<file path="src/rtl/core/pplh_pkg.sv">
// Package for the peak-pair landmark hasher: sizes, payload structs, register
// codes, state encoding and the controller/datapath command and status bundles.
// No dependencies.
package pplh_pkg;

  localparam int unsigned HISTORY_DEPTH   = 64;
  localparam int unsigned PEAKS_PER_FRAME = 10;

  localparam int unsigned HIST_AW = (HISTORY_DEPTH > 1) ? $clog2(HISTORY_DEPTH) : 1;
  localparam int unsigned HIST_CW = $clog2(HISTORY_DEPTH + 1);
  localparam int unsigned HIST_SW = HIST_CW + 1;
  localparam int unsigned STG_AW  = (PEAKS_PER_FRAME > 1) ? $clog2(PEAKS_PER_FRAME) : 1;
  localparam int unsigned STG_CW  = $clog2(PEAKS_PER_FRAME + 1);

  localparam int unsigned TIME_W = 40;
  localparam int unsigned FREQ_W = 13;
  localparam int unsigned AMP_W  = 10;
  localparam int unsigned DT_W   = 24;
  localparam int unsigned SAME_W = 16;
  localparam int unsigned MS_W   = 6;
  localparam int unsigned CFG_W  = 24;

  // floor(x / 1000) == (x * RECIP_1000) >> DIV_SHIFT, exact for any 32-bit x
  localparam int unsigned RECIP_W    = 29;
  localparam logic [RECIP_W-1:0] RECIP_1000 = 29'd274877907;
  localparam int unsigned DIV_SHIFT  = 38;
  localparam int unsigned PROD_W     = DT_W + RECIP_W;

  localparam logic [FREQ_W-1:0] MIN_FD_RST  = 13'd30;
  localparam logic [FREQ_W-1:0] MAX_FD_RST  = 13'd300;
  localparam logic [DT_W-1:0]   MAX_DT_RST  = 24'd3000000;
  localparam logic [SAME_W-1:0] SAME_DT_RST = 16'd1000;

  typedef enum logic [1:0] {
    CFG_MIN_FREQ_DELTA    = 2'd0,
    CFG_MAX_FREQ_DELTA    = 2'd1,
    CFG_MAX_TIME_DELTA_US = 2'd2,
    CFG_SAME_TIME_US      = 2'd3
  } pplh_cfg_e;

  typedef struct packed {
    logic [TIME_W-1:0] peak_time_us;
    logic [FREQ_W-1:0] peak_frequency;
    logic [AMP_W-1:0]  peak_amplitude;
    logic              frame_end;
  } pplh_in_t;

  typedef struct packed {
    logic [31:0]       hash;
    logic [TIME_W-1:0] anchor_time_us;
    logic [FREQ_W-1:0] anchor_frequency;
    logic [AMP_W-1:0]  anchor_amplitude;
    logic              last_of_run;
  } pplh_out_t;

  // One stored peak, as kept in the staging and history memories
  typedef struct packed {
    logic [TIME_W-1:0] time_us;
    logic [FREQ_W-1:0] freq;
    logic [AMP_W-1:0]  amp;
  } pplh_peak_t;

  localparam int unsigned PEAK_W = $bits(pplh_peak_t);

  typedef enum logic [2:0] {
    ST_IDLE,
    ST_SCAN_RD,
    ST_SCAN_CMP,
    ST_SCAN_EMIT,
    ST_FLUSH,
    ST_STAGE,
    ST_COMMIT_RD,
    ST_COMMIT_WR
  } pplh_state_e;

  typedef struct packed {
    logic accept;       // latch the target peak, clear scan/commit indexes
    logic hist_rd;      // read history at the next scan index
    logic cmp;          // register the pair test of the read entry
    logic emit;         // turn a kept pair into the pending result
    logic idx_inc;      // advance the scan index
    logic flush;        // move the pending result out, marked last
    logic stage_wr;     // stage the target peak
    logic stg_rd;       // read staging at the commit index
    logic hist_wr;      // push the staged entry into the history ring
    logic commit_done;  // empty the staging area
  } pplh_cmd_t;

  typedef struct packed {
    logic hist_empty;
    logic scan_last;
    logic keep;
    logic pend_vld;
    logic out_free;
    logic tgt_end;
    logic commit_last;
  } pplh_sts_t;

  // Ring slot at a given distance from the oldest entry
  function automatic logic [HIST_AW-1:0] hist_slot(input logic [HIST_AW-1:0] base,
                                                   input logic [HIST_CW-1:0] offset);
    logic [HIST_SW-1:0] sum;
    sum = HIST_SW'(base) + HIST_SW'(offset);
    if (sum >= HIST_SW'(HISTORY_DEPTH)) begin
      sum = sum - HIST_SW'(HISTORY_DEPTH);
    end
    return sum[HIST_AW-1:0];
  endfunction

endpackage

</file>
<file path="src/rtl/core/pplh_ram.sv">
// Generic single-write, single-read RAM with registered read data.
// Standalone; used for the history ring and the frame staging area.
module pplh_ram #(
  parameter int unsigned WIDTH = 8,
  parameter int unsigned DEPTH = 16,
  localparam int unsigned AW = (DEPTH > 1) ? $clog2(DEPTH) : 1
) (
  input  logic             clk_i,
  input  logic             we_i,
  input  logic [AW-1:0]    waddr_i,
  input  logic [WIDTH-1:0] wdata_i,
  input  logic             re_i,
  input  logic [AW-1:0]    raddr_i,
  output logic [WIDTH-1:0] rdata_o
);

  logic [WIDTH-1:0] mem_q [DEPTH];
  logic [WIDTH-1:0] rdata_q;

  always_ff @(posedge clk_i) begin
    if (we_i) begin
      mem_q[waddr_i] <= wdata_i;
    end
    if (re_i) begin
      rdata_q <= mem_q[raddr_i];
    end
  end

  assign rdata_o = rdata_q;

endmodule

</file>
<file path="src/rtl/core/pplh_ctrl.sv">
// Sequencing state machine for the landmark hasher: scan, flush, stage, commit.
// Depends on pplh_pkg; drives the datapath through pplh_cmd_t only.
module pplh_ctrl
  import pplh_pkg::*;
(
  input  logic      clk_i,
  input  logic      rst_ni,
  input  logic      in_valid_i,
  output logic      in_stall_o,
  input  pplh_sts_t sts_i,
  output pplh_cmd_t cmd_o
);

  pplh_state_e state_q, state_d;

  always_ff @(posedge clk_i or negedge rst_ni) begin
    if (!rst_ni) begin
      state_q <= ST_IDLE;
    end else begin
      state_q <= state_d;
    end
  end

  always_comb begin
    state_d    = state_q;
    cmd_o      = '0;
    in_stall_o = 1'b1;
    unique case (state_q)
      ST_IDLE: begin
        in_stall_o = 1'b0;
        if (in_valid_i) begin
          cmd_o.accept = 1'b1;
          state_d      = sts_i.hist_empty ? ST_STAGE : ST_SCAN_RD;
        end
      end
      ST_SCAN_RD: begin
        cmd_o.hist_rd = 1'b1;
        state_d       = ST_SCAN_CMP;
      end
      ST_SCAN_CMP: begin
        cmd_o.cmp = 1'b1;
        state_d   = ST_SCAN_EMIT;
      end
      ST_SCAN_EMIT: begin
        // hold while a kept pair would displace a pending result nobody can take
        if (!(sts_i.keep && sts_i.pend_vld && !sts_i.out_free)) begin
          cmd_o.emit = 1'b1;
          if (sts_i.scan_last) begin
            state_d = ST_FLUSH;
          end else begin
            cmd_o.idx_inc = 1'b1;
            cmd_o.hist_rd = 1'b1;
            state_d       = ST_SCAN_CMP;
          end
        end
      end
      ST_FLUSH: begin
        if (!sts_i.pend_vld) begin
          state_d = ST_STAGE;
        end else if (sts_i.out_free) begin
          cmd_o.flush = 1'b1;
          state_d     = ST_STAGE;
        end
      end
      ST_STAGE: begin
        cmd_o.stage_wr = 1'b1;
        state_d        = sts_i.tgt_end ? ST_COMMIT_RD : ST_IDLE;
      end
      ST_COMMIT_RD: begin
        cmd_o.stg_rd = 1'b1;
        state_d      = ST_COMMIT_WR;
      end
      ST_COMMIT_WR: begin
        cmd_o.hist_wr = 1'b1;
        if (sts_i.commit_last) begin
          cmd_o.commit_done = 1'b1;
          state_d           = ST_IDLE;
        end else begin
          state_d = ST_COMMIT_RD;
        end
      end
      default: begin
        state_d = ST_IDLE;
      end
    endcase
  end

endmodule

</file>
<file path="src/rtl/core/pplh_dp.sv">
// Datapath of the landmark hasher: configuration registers, target latch,
// history ring and staging memories, pair test, ms divide and result registers.
// Depends on pplh_pkg and pplh_ram.
module pplh_dp
  import pplh_pkg::*;
(
  input  logic             clk_i,
  input  logic             rst_ni,
  input  logic             cfg_we_i,
  input  logic [1:0]       cfg_idx_i,
  input  logic [CFG_W-1:0] cfg_wdata_i,
  input  pplh_in_t         in_data_i,
  output logic             out_valid_o,
  input  logic             out_stall_i,
  output pplh_out_t        out_data_o,
  input  pplh_cmd_t        cmd_i,
  output pplh_sts_t        sts_o
);

  // Configuration
  logic [FREQ_W-1:0] min_fd_q, max_fd_q;
  logic [DT_W-1:0]   max_dt_q;
  logic [SAME_W-1:0] same_dt_q;

  always_ff @(posedge clk_i or negedge rst_ni) begin
    if (!rst_ni) begin
      min_fd_q  <= MIN_FD_RST;
      max_fd_q  <= MAX_FD_RST;
      max_dt_q  <= MAX_DT_RST;
      same_dt_q <= SAME_DT_RST;
    end else if (cfg_we_i) begin
      unique case (pplh_cfg_e'(cfg_idx_i))
        CFG_MIN_FREQ_DELTA:    min_fd_q  <= cfg_wdata_i[FREQ_W-1:0];
        CFG_MAX_FREQ_DELTA:    max_fd_q  <= cfg_wdata_i[FREQ_W-1:0];
        CFG_MAX_TIME_DELTA_US: max_dt_q  <= cfg_wdata_i[DT_W-1:0];
        CFG_SAME_TIME_US:      same_dt_q <= cfg_wdata_i[SAME_W-1:0];
        default: ;
      endcase
    end
  end

  // Target peak
  pplh_in_t tgt_q;

  always_ff @(posedge clk_i) begin
    if (cmd_i.accept) begin
      tgt_q <= in_data_i;
    end
  end

  // Counters and ring pointers
  logic [HIST_AW-1:0] oldest_q;
  logic [HIST_CW-1:0] hist_cnt_q;
  logic [HIST_CW-1:0] scan_idx_q, scan_idx_d;
  logic [STG_CW-1:0]  stg_cnt_q;
  logic [STG_CW-1:0]  cidx_q;
  logic               hist_full;
  logic               stg_full;
  logic [HIST_AW-1:0] push_slot;

  assign hist_full = (hist_cnt_q == HIST_CW'(HISTORY_DEPTH));
  assign stg_full  = (stg_cnt_q == STG_CW'(PEAKS_PER_FRAME));
  assign push_slot = hist_full ? oldest_q : hist_slot(oldest_q, hist_cnt_q);

  always_comb begin
    scan_idx_d = scan_idx_q;
    if (cmd_i.accept) begin
      scan_idx_d = '0;
    end else if (cmd_i.idx_inc) begin
      scan_idx_d = scan_idx_q + HIST_CW'(1);
    end
  end

  always_ff @(posedge clk_i or negedge rst_ni) begin
    if (!rst_ni) begin
      oldest_q   <= '0;
      hist_cnt_q <= '0;
      scan_idx_q <= '0;
      stg_cnt_q  <= '0;
      cidx_q     <= '0;
    end else begin
      scan_idx_q <= scan_idx_d;
      if (cmd_i.accept) begin
        cidx_q <= '0;
      end else if (cmd_i.hist_wr) begin
        cidx_q <= cidx_q + STG_CW'(1);
      end
      if (cmd_i.hist_wr) begin
        // full ring: overwrite the oldest entry and advance past it
        if (hist_full) begin
          oldest_q <= hist_slot(oldest_q, HIST_CW'(1));
        end else begin
          hist_cnt_q <= hist_cnt_q + HIST_CW'(1);
        end
      end
      if (cmd_i.commit_done) begin
        stg_cnt_q <= '0;
      end else if (cmd_i.stage_wr && !stg_full) begin
        stg_cnt_q <= stg_cnt_q + STG_CW'(1);
      end
    end
  end

  // Memories
  pplh_peak_t stg_wdata, stg_rdata, hist_rdata;

  assign stg_wdata = '{time_us: tgt_q.peak_time_us,
                       freq:    tgt_q.peak_frequency,
                       amp:     tgt_q.peak_amplitude};

  pplh_ram #(
    .WIDTH (PEAK_W),
    .DEPTH (PEAKS_PER_FRAME)
  ) u_stg_ram (
    .clk_i   (clk_i),
    .we_i    (cmd_i.stage_wr && !stg_full),
    .waddr_i (stg_cnt_q[STG_AW-1:0]),
    .wdata_i (stg_wdata),
    .re_i    (cmd_i.stg_rd),
    .raddr_i (cidx_q[STG_AW-1:0]),
    .rdata_o (stg_rdata)
  );

  pplh_ram #(
    .WIDTH (PEAK_W),
    .DEPTH (HISTORY_DEPTH)
  ) u_hist_ram (
    .clk_i   (clk_i),
    .we_i    (cmd_i.hist_wr),
    .waddr_i (push_slot),
    .wdata_i (stg_rdata),
    .re_i    (cmd_i.hist_rd),
    .raddr_i (hist_slot(oldest_q, scan_idx_d)),
    .rdata_o (hist_rdata)
  );

  // Pair test on the entry just read
  logic [TIME_W:0]   diff;
  logic [TIME_W-1:0] dt;
  logic [FREQ_W-1:0] fd;
  logic              time_ok, freq_ok;

  assign diff = {1'b0, tgt_q.peak_time_us} - {1'b0, hist_rdata.time_us};
  assign dt   = diff[TIME_W-1:0];
  assign fd   = (tgt_q.peak_frequency >= hist_rdata.freq) ?
                (tgt_q.peak_frequency - hist_rdata.freq) :
                (hist_rdata.freq - tgt_q.peak_frequency);

  // anchor must be strictly earlier than the target
  assign time_ok = !diff[TIME_W] && (dt != '0) &&
                   (dt >= TIME_W'(same_dt_q)) && (dt <= TIME_W'(max_dt_q));
  assign freq_ok = (fd >= min_fd_q) && (fd <= max_fd_q);

  logic              keep_q;
  logic [DT_W-1:0]   dt_q;
  pplh_peak_t        anc_q;

  always_ff @(posedge clk_i or negedge rst_ni) begin
    if (!rst_ni) begin
      keep_q <= 1'b0;
    end else if (cmd_i.cmp) begin
      keep_q <= time_ok && freq_ok;
    end
  end

  always_ff @(posedge clk_i) begin
    if (cmd_i.cmp) begin
      dt_q  <= dt[DT_W-1:0];
      anc_q <= hist_rdata;
    end
  end

  // Milliseconds mod 64 through the reciprocal of 1000
  logic [PROD_W-1:0] prod;
  logic [MS_W-1:0]   ms;
  pplh_out_t         pair;

  assign prod = PROD_W'(dt_q) * PROD_W'(RECIP_1000);
  assign ms   = prod[DIV_SHIFT +: MS_W];

  assign pair = '{hash:             {anc_q.freq, tgt_q.peak_frequency, ms},
                  anchor_time_us:   anc_q.time_us,
                  anchor_frequency: anc_q.freq,
                  anchor_amplitude: anc_q.amp,
                  last_of_run:      1'b0};

  // Pending result: held back until the next kept pair or the end of the scan
  pplh_out_t pend_q, out_q, out_d;
  logic      pend_vld_q, out_vld_q;
  logic      out_free, load_mid, load_out;

  assign out_free = !out_vld_q || !out_stall_i;
  assign load_mid = cmd_i.emit && keep_q && pend_vld_q;
  assign load_out = load_mid || cmd_i.flush;

  always_comb begin
    out_d             = pend_q;
    out_d.last_of_run = cmd_i.flush;
  end

  always_ff @(posedge clk_i or negedge rst_ni) begin
    if (!rst_ni) begin
      pend_vld_q <= 1'b0;
      out_vld_q  <= 1'b0;
    end else begin
      if (cmd_i.emit && keep_q) begin
        pend_vld_q <= 1'b1;
      end else if (cmd_i.flush) begin
        pend_vld_q <= 1'b0;
      end
      if (load_out) begin
        out_vld_q <= 1'b1;
      end else if (!out_stall_i) begin
        out_vld_q <= 1'b0;
      end
    end
  end

  always_ff @(posedge clk_i) begin
    if (cmd_i.emit && keep_q) begin
      pend_q <= pair;
    end
    if (load_out) begin
      out_q <= out_d;
    end
  end

  assign out_valid_o = out_vld_q;
  assign out_data_o  = out_q;

  // Status
  assign sts_o.hist_empty  = (hist_cnt_q == '0);
  assign sts_o.scan_last   = ((scan_idx_q + HIST_CW'(1)) == hist_cnt_q);
  assign sts_o.keep        = keep_q;
  assign sts_o.pend_vld    = pend_vld_q;
  assign sts_o.out_free    = out_free;
  assign sts_o.tgt_end     = tgt_q.frame_end;
  assign sts_o.commit_last = ((cidx_q + STG_CW'(1)) == stg_cnt_q);

endmodule

</file>
<file path="src/rtl/core/peak_pair_landmark_hasher_top.sv">
// Top level of the peak-pair landmark hasher.
// Depends on pplh_pkg, pplh_ctrl, pplh_dp (and pplh_ram through pplh_dp).

// Each accepted peak is paired with every history peak, oldest first; every
// pair that passes the time and frequency windows yields one transaction on
// the output, the last one of a peak flagged by last_of_run. Each entry of
// a history of up to 64 entries is read through the single read port of the
// history RAM and its pair test is registered before the divide-by-1000 and
// the result register. A peak that ends its frame then copies the staging
// area into the history ring, reading each staged peak and then writing it.
// A stalled output holds the scan only when a second kept pair is waiting
// behind an untaken one, and holds the final flush of a peak's last result
// until the output register is free. A new peak is taken once the previous
// one is fully processed; configuration writes are taken at any time but
// belong in idle periods.
module peak_pair_landmark_hasher_top
  import pplh_pkg::*;
(
  input  logic             clk_i,
  input  logic             rst_ni,
  input  logic             cfg_we_i,
  input  logic [1:0]       cfg_idx_i,
  input  logic [CFG_W-1:0] cfg_wdata_i,
  input  logic             in_valid_i,
  output logic             in_stall_o,
  input  pplh_in_t         in_data_i,
  output logic             out_valid_o,
  input  logic             out_stall_i,
  output pplh_out_t        out_data_o
);

  pplh_cmd_t cmd;
  pplh_sts_t sts;

  pplh_ctrl u_ctrl (
    .clk_i      (clk_i),
    .rst_ni     (rst_ni),
    .in_valid_i (in_valid_i),
    .in_stall_o (in_stall_o),
    .sts_i      (sts),
    .cmd_o      (cmd)
  );

  pplh_dp u_dp (
    .clk_i       (clk_i),
    .rst_ni      (rst_ni),
    .cfg_we_i    (cfg_we_i),
    .cfg_idx_i   (cfg_idx_i),
    .cfg_wdata_i (cfg_wdata_i),
    .in_data_i   (in_data_i),
    .out_valid_o (out_valid_o),
    .out_stall_i (out_stall_i),
    .out_data_o  (out_data_o),
    .cmd_i       (cmd),
    .sts_o       (sts)
  );

endmodule
</file>
<file path="config.mk">
export PLATFORM = sky130hd
export DESIGN_NAME = peak_pair_landmark_hasher_top
export DESIGN_NICKNAME = d
export VERILOG_FILES = /design/src/rtl/core/pplh_pkg.sv /design/src/rtl/core/pplh_ram.sv /design/src/rtl/core/pplh_ctrl.sv /design/src/rtl/core/pplh_dp.sv /design/src/rtl/core/peak_pair_landmark_hasher_top.sv
export SDC_FILE = /design/constraint.sdc
export NUM_CORES = 2
export LEC_CHECK = 0
export BUFFER_PORTS_ARGS = -buffer_cell sky130_fd_sc_hd__clkbuf_2
export CORE_MARGIN = 2
export CORE_UTILIZATION = 30
export DETAILED_ROUTE_END_ITERATION = 8
export PLACE_DENSITY = 0.54
export SLEW_MARGIN = 30
export SYNTH_ARGS = -nofsm -noshare
export SYNTH_HDL_FRONTEND = slang
export SYNTH_MEMORY_MAX_BITS = 65536
export SYNTH_SLANG_ARGS = --single-unit
export TNS_END_PERCENT = 30
</file>
<file path="constraint.sdc">
create_clock -name clk_i -period 19.1 [get_ports clk_i]
set_input_delay 0 -clock clk_i [delete_from_list [all_inputs] [get_ports clk_i]]
set_output_delay 0 -clock clk_i [all_outputs]
set_load 0.05 [all_outputs]
</file>
==> qor.yml <==
status: "complete, no violations"
core_area_um2: 694000
chipHeight_um: 839
clock_sinks: 5204
syn-num-nets: 10219
irDropWorstVdd_mv: 0.151
setup_violations: 0
startpoint: "u_dp.scan_idx_q[2]$_DFF_PN0_"
syn_area_um2: 209000
hold_violations: 0
clk_pin_slew_ps: 60
nets: 11047
reg2reg_from: "u_dp.scan_idx_q[2]$_DFF_PN0_"
worstSetupStartpointType: "flop"
synth_area_leaders: "edfxtp_1 73%, mux4_2 15%, ha_1 2.3%, fa_1 2.0%, dfrtp_1 0.91%"
place.port_buffers: 192
yosys_warnings: 0
rsz0062_at_grt: "false"
synth_common_cells: "5104 x edfxtp_1, 1386 x mux4_2, 461 x inv_1"
powerDensity_nw_per_um2: 145
yosysSeqAreaShare_pct: 74.6
vias: 103289
fin_skew_ps: 84.4
cts-root-buf: "clkbuf_16"
die_w_um: 839
dpl_worst_slack_ps: 10510
grt_max_degree: 114
gp_congestion: 0.829
yosys.area.top_type: "edfxtp_1"
netlist_instances: 9542
worstPathMaxFanout: 113
final_layout_size_suffix_gt1_share_pct: 26.0
std_cell_rows: 306
ant_nets: 0
wl_um: 610000
worst_pin_slew_ps: 1080
die_area_um2: 703000
synth_seq_cells: 5204
drv_slew: 0
r2r_slack_ps: 10440
htreeDepth: 6
total_leakage_power_nw: 77.6
crit_arrival_ps: 9450
cts_made_buffers: 542
cts_tree: "yes"
maxSlewHeadroom_pct: 28.0
fillers: 63538
drcViolationCount: 0
setup_tns_ps: 0
r2r_end: "u_dp.u_hist_ram.rdata_o[1]$_DFFE_PP_"
grt_pass1_wl_um: 840000
place_hpwl_um: 333000
via_per_inst: 5.16
synth-edff-count: 5104
ys_types: 72
overflow: 0
syn2layout_area_growth_pct: 16.1
avgSynthCellArea_um2: 21.9
ys.flop_type: "edfxtp_1"
post_drt_wl_per_cell_um: 30.5
maxCapViolCount: 0
drtIter0Drc: 12479
synth_top_area_share_pct: 73.4
start_util_pct: 30.1
grt_antenna_before_repair: 30
track_usage_pct: 16.8
finalCritPeriodShare_pct: 45.3
fin_crit_ps: 8660
synth.most_common_cell: "edfxtp_1"
reg2reg_depth: 17
endpoint_kind: "flop"
setup_ws_ps: 10440
hold_class: "in -> async"
clockBufferDepth: 4
crit_type: "reg -> reg"
grt_pass1_vias: 104813
cp.required_ps: 19890
async_flop_share_pct: 1.92
fmax_mhz: 115
io_pins: 193
clock_latency_ps: 1110
firstDrtPassIters: 7
[routing by layer]
metal | track usage (%) | wire [µm]
met5 | 0 | 46
met4 | 4.24 | 16400
met3 | 2.64 | 43500
met2 | 28.5 | 301000
met1 | 22.8 | 249000
[kinds of logic after synthesis]
logic type	after synthesis	synth area share, %
flip-flops	5204	74.6
multiplexers	1581	15.9
buffers and inverters	887	1.63
AO/OA/AOI/OAI	616	1.87
adder cells (fa/ha/maj)	582	4.22
AND/OR/NAND/NOR	577	1.41
XOR/XNOR	95	0.407
[registers in the layout, summed over array words and instances, names as in the netlist, 6 cells and up]
signal and cells:
u_dp.anc_q 63, u_dp.dt_q 24, u_dp.hist_cnt_q 7, u_dp.max_dt_q 24
u_dp.max_fd_q 13, u_dp.min_fd_q 13, u_dp.oldest_q 6, u_dp.out_d 82
u_dp.out_data_o 83, u_dp.pair 13, u_dp.same_dt_q 16, u_dp.scan_idx_q 7
u_dp.stg_wdata 50, u_dp.u_hist_ram.mem_q 4032, u_dp.u_hist_ram.rdata_o 63, u_dp.u_stg_ram.mem_q 630
u_dp.u_stg_ram.rdata_o 63
[worst max-delay path by stage]
stage	cells past startpoint	slack [ps]	end
finish	17	10440	u_dp.u_hist_ram.rdata_o[1]$_DFFE_PP_
global route	17	10120	u_dp.u_hist_ram.rdata_o[1]$_DFFE_PP_
CTS	17	10510	u_dp.u_hist_ram.rdata_o[1]$_DFFE_PP_
detailed placement	17	10510	u_dp.u_hist_ram.rdata_o[1]$_DFFE_PP_
global placement	16	10510	u_dp.u_hist_ram.rdata_o[19]$_DFFE_PP_
floorplan	10	9750	u_dp.keep_q$_DFFE_PN0P_
[area by class of cell]
| cell class | instances | area (µm²) | area share, % |
|---|---|---|---|
| flip-flops and latches | 5204 | 156000 | 64.2 |
| multi-input cells | 3451 | 50400 | 20.8 |
| clock buffers | 656 | 14200 | 5.86 |
| well taps | 9240 | 11600 | 4.77 |
| repair buffers | 710 | 6050 | 2.49 |
| clock inverters | 294 | 2740 | 1.13 |
| inverters | 461 | 1730 | 0.713 |
| diodes | 18 | 45.0 | 0.0186 |
[cells in the final DEF (no fill, tap or decap), types with 60 or more instances in the layout]
cell type and instances:
edfxtp_1 5104, mux4_2 1386, clkbuf_16 552, inv_1 461, ha_1 377, buf_4 250
a21oi_1 236, dlygate4sd3_1 212, fa_1 203, clkbuf_2 191, a211oi_1 143, nor2b_1 142
mux2i_1 139, clkinv_1 123, nand2_1 118, clkbuf_1 104, nor2_1 76, o21ai_0 73
dfrtp_1 72, nor2_4 70, clkinv_2 68, xnor2_1 60
[power breakdown]
part / total, mW / leakage (nW) / internal [mW] / switching [mW]
Clock: 10.2 / 8.20 / 5.74 / 4.47
Combinational: 10.9 / 22.2 / 5.21 / 5.66
Sequential: 14.0 / 47.1 / 13.6 / 0.397
Total: 35.1 / 77.6 / 24.6 / 10.5
[per-stage QoR]
| stage | utilization (%) | power [mW] | hold slack (ps) | area, µm² | std cells |
|---|---|---|---|---|---|
| finish | 34.9 | 35.1 | 73.2 | 243000 | 20034 |
| global route | 34.9 | 36.7 | 46.5 | 242000 | 20018 |
| CTS | 34.9 | 35.5 | 8.96 | 242000 | 20012 |
| detailed placement | 32.2 | 25.2 | 36.7 | 223000 | 18849 |
| global placement | 32.1 | 25.0 | 20.4 | 223000 | 18841 |
| floorplan | - | 22.0 | -296 | 209000 | 9542 |
[critical path, stage by stage, from the launching register on]
cell and delay (ps):
dfrtp_1 470, nand3_1 230, o21a_1 260, or4b_1 530
a2111oi_2 600, or2_2 330, xor2_1 190, nor2_1 110
ha_4 180, fa_4 1360, buf_12 590, buf_4 810
buf_4 840, mux4_2 430, mux4_2 460, nor2b_1 140
a211oi_1 370, a21oi_1 80
[timing repair]
| item | CTS | global route |
|---|---|---|
| hold endpoints to repair | 253 | 0 |
| resized for setup | 0 | 0 |
| hold buffers | 213 | 0 |
| buffers inserted | 0 | 0 |
Note: power is estimated with default switching activity, not from simulation.
